==> src/design/hdcnb_pkg.sv <==
// Shared types, constants and the item-vector generator for the n-gram encoder.
// No dependencies; imported by every module of the block.
package hdcnb_pkg;

   localparam int MAX_DIM     = 8192;  // largest supported vector width
   localparam int SYM_W       = 5;     // symbol field
   localparam int WIDX_W      = 5;     // word_index field
   localparam int CFG_W       = 4;     // ngram_len register
   localparam int REQ_TDATA_W = 8;
   localparam int RSP_TDATA_W = 40;
   localparam int CSR_ADDR_W  = 3;
   localparam int CSR_DATA_W  = 32;

   localparam logic [CFG_W-1:0] NGRAM_LEN_RESET = 4'd5;

   // register index = paddr / 4
   localparam logic [CSR_ADDR_W-3:0] REG_NGRAM_LEN = 1'b0;

   // xorshift128 seeds
   localparam logic [31:0] SEED_X = 32'd123456789;
   localparam logic [31:0] SEED_Y = 32'd362436069;
   localparam logic [31:0] SEED_Z = 32'd521288629;
   localparam logic [31:0] SEED_W = 32'd88675123;

   // window stage -> counting stage
   typedef struct packed {
      logic vld;     // an item sits in the stage
      logic formed;  // window full, n-gram vector is live
      logic last;    // final symbol of the text
   } ng_ctl_type;

   // counting stage -> result buffer
   typedef struct packed {
      logic load;
      logic overflow;
   } res_ld_type;

   // Item vector of symbol sym for a dim-bit space, word 0 in the low bits.
   // Evaluated at elaboration only.
   function automatic logic [MAX_DIM-1:0] item_vec(input int unsigned sym,
                                                   input int unsigned dim);
      logic [31:0]      x;
      logic [31:0]      y;
      logic [31:0]      z;
      logic [31:0]      w;
      logic [31:0]      t;
      logic [MAX_DIM-1:0] v;
      int unsigned      words;
      int unsigned      first;
      x     = SEED_X;
      y     = SEED_Y;
      z     = SEED_Z;
      w     = SEED_W;
      v     = '0;
      words = dim >> 5;
      first = sym * words;
      if (first == 0) v[31:0] = w;
      for (int unsigned i = 1; i < first + words; i++) begin
         t = x ^ (x << 11);
         x = y;
         y = z;
         z = w;
         w = (w ^ (w >> 19)) ^ (t ^ (t >> 8));
         if (i >= first) v[(i - first) * 32 +: 32] = w;
      end
      return v;
   endfunction

endpackage

==> src/design/hdcnb_out.sv <==
// Result buffer: holds the bundled vector and streams it out one word per item.
// Depends on hdcnb_pkg.
module hdcnb_out #(
   parameter int DIM = 1024
) (
   input  logic                          clock,
   input  logic                          reset,
   input  logic [DIM-1:0]                maj,
   input  hdcnb_pkg::res_ld_type         res_ld,
   input  logic                          out_ready,
   output logic                          out_valid,
   output logic [31:0]                   out_word,
   output logic [hdcnb_pkg::WIDX_W-1:0]  out_index,
   output logic                          out_last,
   output logic                          out_ovf,
   output logic                          busy
);
   import hdcnb_pkg::*;

   localparam int WORDS = DIM / 32;
   localparam int WW    = $clog2(WORDS);
   localparam logic [WW-1:0] LAST_IDX = WW'(WORDS - 1);

   logic           busy_ff;
   logic [WW-1:0]  widx_ff;
   logic [DIM-1:0] buf_ff;
   logic           ovf_ff;
   logic           hs;
   logic           at_last;

   assign hs      = busy_ff & out_ready;
   assign at_last = (widx_ff == LAST_IDX);

   always_ff @(posedge clock) begin
      if (reset) begin
         busy_ff <= 1'b0;
         widx_ff <= '0;
      end else if (res_ld.load) begin
         busy_ff <= 1'b1;
         widx_ff <= '0;
      end else if (hs) begin
         widx_ff <= widx_ff + WW'(1);
         if (at_last) busy_ff <= 1'b0;
      end
   end

   always_ff @(posedge clock) begin
      if (res_ld.load) begin
         buf_ff <= maj;
         ovf_ff <= res_ld.overflow;
      end else if (hs) begin
         buf_ff <= buf_ff >> 32;
      end
   end

   assign out_valid = busy_ff;
   assign out_word  = buf_ff[31:0];
   assign out_index = WIDX_W'(widx_ff);
   assign out_last  = at_last;
   assign out_ovf   = ovf_ff;
   assign busy      = busy_ff;

endmodule

==> config.mk <==
export PLATFORM = sky130hd
export DESIGN_NAME = hdcnb_out
export DESIGN_NICKNAME = d
export VERILOG_FILES = /design/src/design/hdcnb_pkg.sv /design/src/design/hdcnb_out.sv
export SDC_FILE = /design/constraint.sdc
export NUM_CORES = 1
export LEC_CHECK = 0
export BUFFER_PORTS_ARGS = -buffer_cell sky130_fd_sc_hd__clkbuf_2
export CAP_MARGIN = 25
export CORE_AREA = 2 2 415 417
export CTS_BUF_LIST = sky130_fd_sc_hd__clkbuf_16
export CTS_CLUSTER_SIZE = 30
export DETAILED_ROUTE_END_ITERATION = 10
export DIE_AREA = 0 0 417 419
export PLACE_DENSITY = 0.56
export SETUP_SLACK_MARGIN = 0.3
export SLEW_MARGIN = 15
export SYNTH_ARGS = -nofsm -noshare
export SYNTH_HDL_FRONTEND = slang
export SYNTH_SLANG_ARGS = --single-unit
==> constraint.sdc <==
create_clock -name clock -period 43.4 [get_ports clock]
set_clock_uncertainty 0.15 [all_clocks]
set_input_delay 2.17 -clock clock [delete_from_list [all_inputs] [get_ports clock]]
set_output_delay 2.17 -clock clock [all_outputs]
set_load 0.01 [all_outputs]
==> impl_summary.txt <==
----------------------------------------------------
[Worst setup path]
  Startpoint type of the worst setup path ... input pin
  Largest stage delay on the critical path ... between 0.8 and 0.9 ns
  Count of cells along the worst register-to-register path ... 9
  Data required time of the critical path ... 43.65 ns
  Most common cell on crit path ... buf_4
  Peak fanout along the critical path ... 86
  Critical path endpoint category ... flop
  Cell breakdown of the critical path ... buf_8, nand2b_4, buf_4, buf_4, buf_4, buf_4, buf_4, buf_4, buf_16
  Data arrival, critical path ... around 8.4 ns
  Kind of critical path ... in -> reg
  Cell at the slowest stage of the critical path ... buf_4

[Clocking]
  Clock Root Buffer ... clkbuf_16
  Number of gates resized after CTS ... 0
  Worst-Skew Late Latency ... about 0.74 ns
  Bufs on Longest Clock Path ... 3
  Clock tree from TritonCTS ... yes
  H-tree lvl count ... 3
  Hold buffer count at CTS ... 0
  Sinks on the clock net ... between 1k and 1.5k
  Num CTS Buffers ... between 100 and 150
  Clock Pin Slew Worst Setup and Hold Paths ... around 0.060 ns
  Number of setup buffers added after CTS ... 0

[Floorplan]
  Die Outline Area ... roughly 0.17 sq mm
  DIE WIDTH ... about 420 um
  DIE HEIGHT ... about 420 um
  Boundary Pins ... roughly 1.1k
  Initial cell density of the core ... between 20 and 30%
  Placement row count ... between 150 and 200
  Area inside the core boundary ... between 0.15 and 0.2 sq mm

[Detailed routing]
  Ratio of routed vias to standard cells ... ~4.1
  Detailed-router iteration count before antenna repair ... 4
  Count of vias placed by the detailed router ... about 23k
  WL final ... 114000 um
  ANT nets after route ... 0
  Final routed wire length divided by cell count ... approximately 20 um
  Number of DRC violations after detailed routing ... 0
  Number of DRC violations after detailed-routing iteration 0 ... 1397

[Global routing]
  Via count of the first global-routing pass ... between 20k and 25k
  Largest net degree at the start of global routing ... 192
  Remaining global-route overflow ... 0
  GRT Util Overall ... about an eighth
  Number of antenna violations at the first check in global routing ... just over 60
  First-pass GRT wire length ... around 160000 um

[Cells and area]
  Ratio of cells with drive above 1 in the final layout ... between 60% and 70%
  Most frequent cells in the layout ... clkbuf_2, edfxtp_1, mux2_2
  Fillcell total ... about 17k
  Total area of multi-input combinational cells ... roughly 0.012 sq mm
  Register Area ... slightly above 0.03 sq mm
  Share of the core filled with cells ... a little under a third
  Count of nets after finishing ... 4323
  P&R area growth vs syn ... 24.2%
  Most common cell after layout, fill and taps aside ... clkbuf_2

[Synth]
  Fraction of synthesized cell area taken by the top area cell type ... between 70 and 80%
  Ranking of synthesized cells by area ... edfxtp_1, mux2_2, buf_6
  Warning count from the yosys run ... 0
  Post-Syn Instances ... ~2.2k
  Syn Area/Cell ... 19.7 sq um
  Count of distinct cell types in the synthesized netlist ... 23
  Post-synthesis net count ... about 3.3k
  Number of register bits inferred by synthesis ... between 1k and 1.5k
  Mapped cell area ... 0.0439 sq mm
  Biggest area consumer among synthesized cells ... edfxtp_1
  Share of the yosys chip area belonging to registers ... ~70%

[Place]
  Post-detail-place hpwl ... 83800 um
  Gp weighted congestion ... ~0.8
  I/O Buffers ... 1069

[Timing]
  Setup total negative slack ... 0 ns
  Pin slew with the least headroom to its limit ... between 1 and 1.5 ns
  Worst-case headroom to the max-slew limit ... between 30% and 40%
  Fmax ... 123 MHz
  Setup repair after global routing missed its margin ... false
  Minimum clock period after layout ... 8.13 ns
  Final number of hold-violating endpoints ... 0
  Max-slew violations ... 0
  Setup-failing EPs final ... 0
  Share of the cycle needed by the critical path after routing ... between 10% and 20%

[Worst hold path]
  Worst Hold Path Cells ... 2
  Kind of path behind the tightest hold check ... reg -> reg

[Pwr]
  Share of total power in sequential cells ... 52.0%
  Internal Pwr Total ... 1870 uW
  Lkg Pwr ... 0.0208 uW
  Power share of the clock group ... about 39%
  Net switching power ... between 500 and 600 uW
  Highest ir drop seen on vdd ... approximately 35 uV
  Part of the power in combinational logic ... ~8.5%
  Pwr Density ... ~44 mW/mm^2
  Sw Share ... 21.4%

[Flow run]
  Total of max-cap violations ... 0

[Status]
  Result of the run ... complete, no violations

----------------------------------------------------
-- metal layers --
metal | track usage, % | wire, um | vias to the layer above
li1 | - | - | 10900
met1 | 12.5 | 38600 | 11200
met2 | 22.7 | 60500 | 792
met3 | 6.18 | 11700 | 214
met4 | 4.21 | 2610 | 64
met5 | 0.0278 | 414 | -
-- worst max-delay path: cells and delay by family --
kind                   cells  cell delay, ns
buffers and inverters      8            5.19
and+or+nand+nor            1            0.72
-- Yosys cell counts, drive strengths merged --
cell type	n
edfxtp	1025
nand2b	1
or2	1
nor2	3
xor2	2
or3	1
ha	2
a21oi	4
buf	145
o21ai	1
dfxtp	6
and3	1
mux2	992
nand3	4
and2	32
nand2	4
clkbuf	2
-- cell type report --
class	instances	area share, %
Antenna cell	29	0.133
Clock buffer	119	5.46
Clock inverter	94	1.22
Multi-Input combinational cell	1048	21.1
Sequential cell	1031	56.6
Tap cell	2233	5.12
Timing Repair Buffer	1095	10.3
-- power by group through the flow --
stage               registers, uW  logic [uW]  clock network [uW]
finish                       1240         204                 941
global placement             1260         202                   0
global route                 1250         223                1010
floorplan                    1320         138                   0
CTS                          1240         208                 973
detailed placement           1260         206                   0
-- registers in the layout (all words and copies together), names as in the netlist --
signal and count:
busy 1, out_ovf 1, buf_ff 1024, out_index 5
-- worst paths after layout --
path	from	slack, ns	endpoint
max reg2reg	busy	36.60	buf_ff[192]
min	out_index[4]	0.36	out_index[4]
max	res_ld[1]	35.27	buf_ff[192]
min reg2reg	out_index[4]	0.36	out_index[4]
-- metrics by stage --
| stage | total power (uW) | cell area, sq um | worst slack (ns) | std cells | hold WS, ns |
|---|---|---|---|---|---|
| 2_1_floorplan | 1460 | 43900 | 14.82 | 2226 | 0.359 |
| 3_3_place_gp | 1460 | 50800 | 34.26 | 5405 | 0.347 |
| 6_report | 2390 | 54600 | 35.27 | 5649 | 0.363 |
| 4_1_cts | 2420 | 54500 | 35.06 | 5618 | 0.367 |
| 5_1_grt | 2480 | 54600 | 34.79 | 5642 | 0.374 |
| 3_5_place_dp | 1470 | 50800 | 34.22 | 5405 | 0.342 |
-- cells by family (layout without fill, tap and decap cells) --
| kind of cell | after synthesis | in the layout | synth area share [%] |
|---|---|---|---|
| AOI/OAI and AO/OA | 5 | 5 | 0.0826 |
| xor gates and xnor gates | 2 | 2 | 0.0399 |
| adders and majority gates | 2 | 2 | 0.0569 |
| buffers and inverters | 147 | 1308 | 3.45 |
| DFF | 1031 | 1031 | 70.3 |
| muxes | 992 | 992 | 25.4 |
| other | 0 | 29 | 0 |
| and+or+nand+nor | 47 | 47 | 0.635 |
Power figures use the tool's default switching activity.
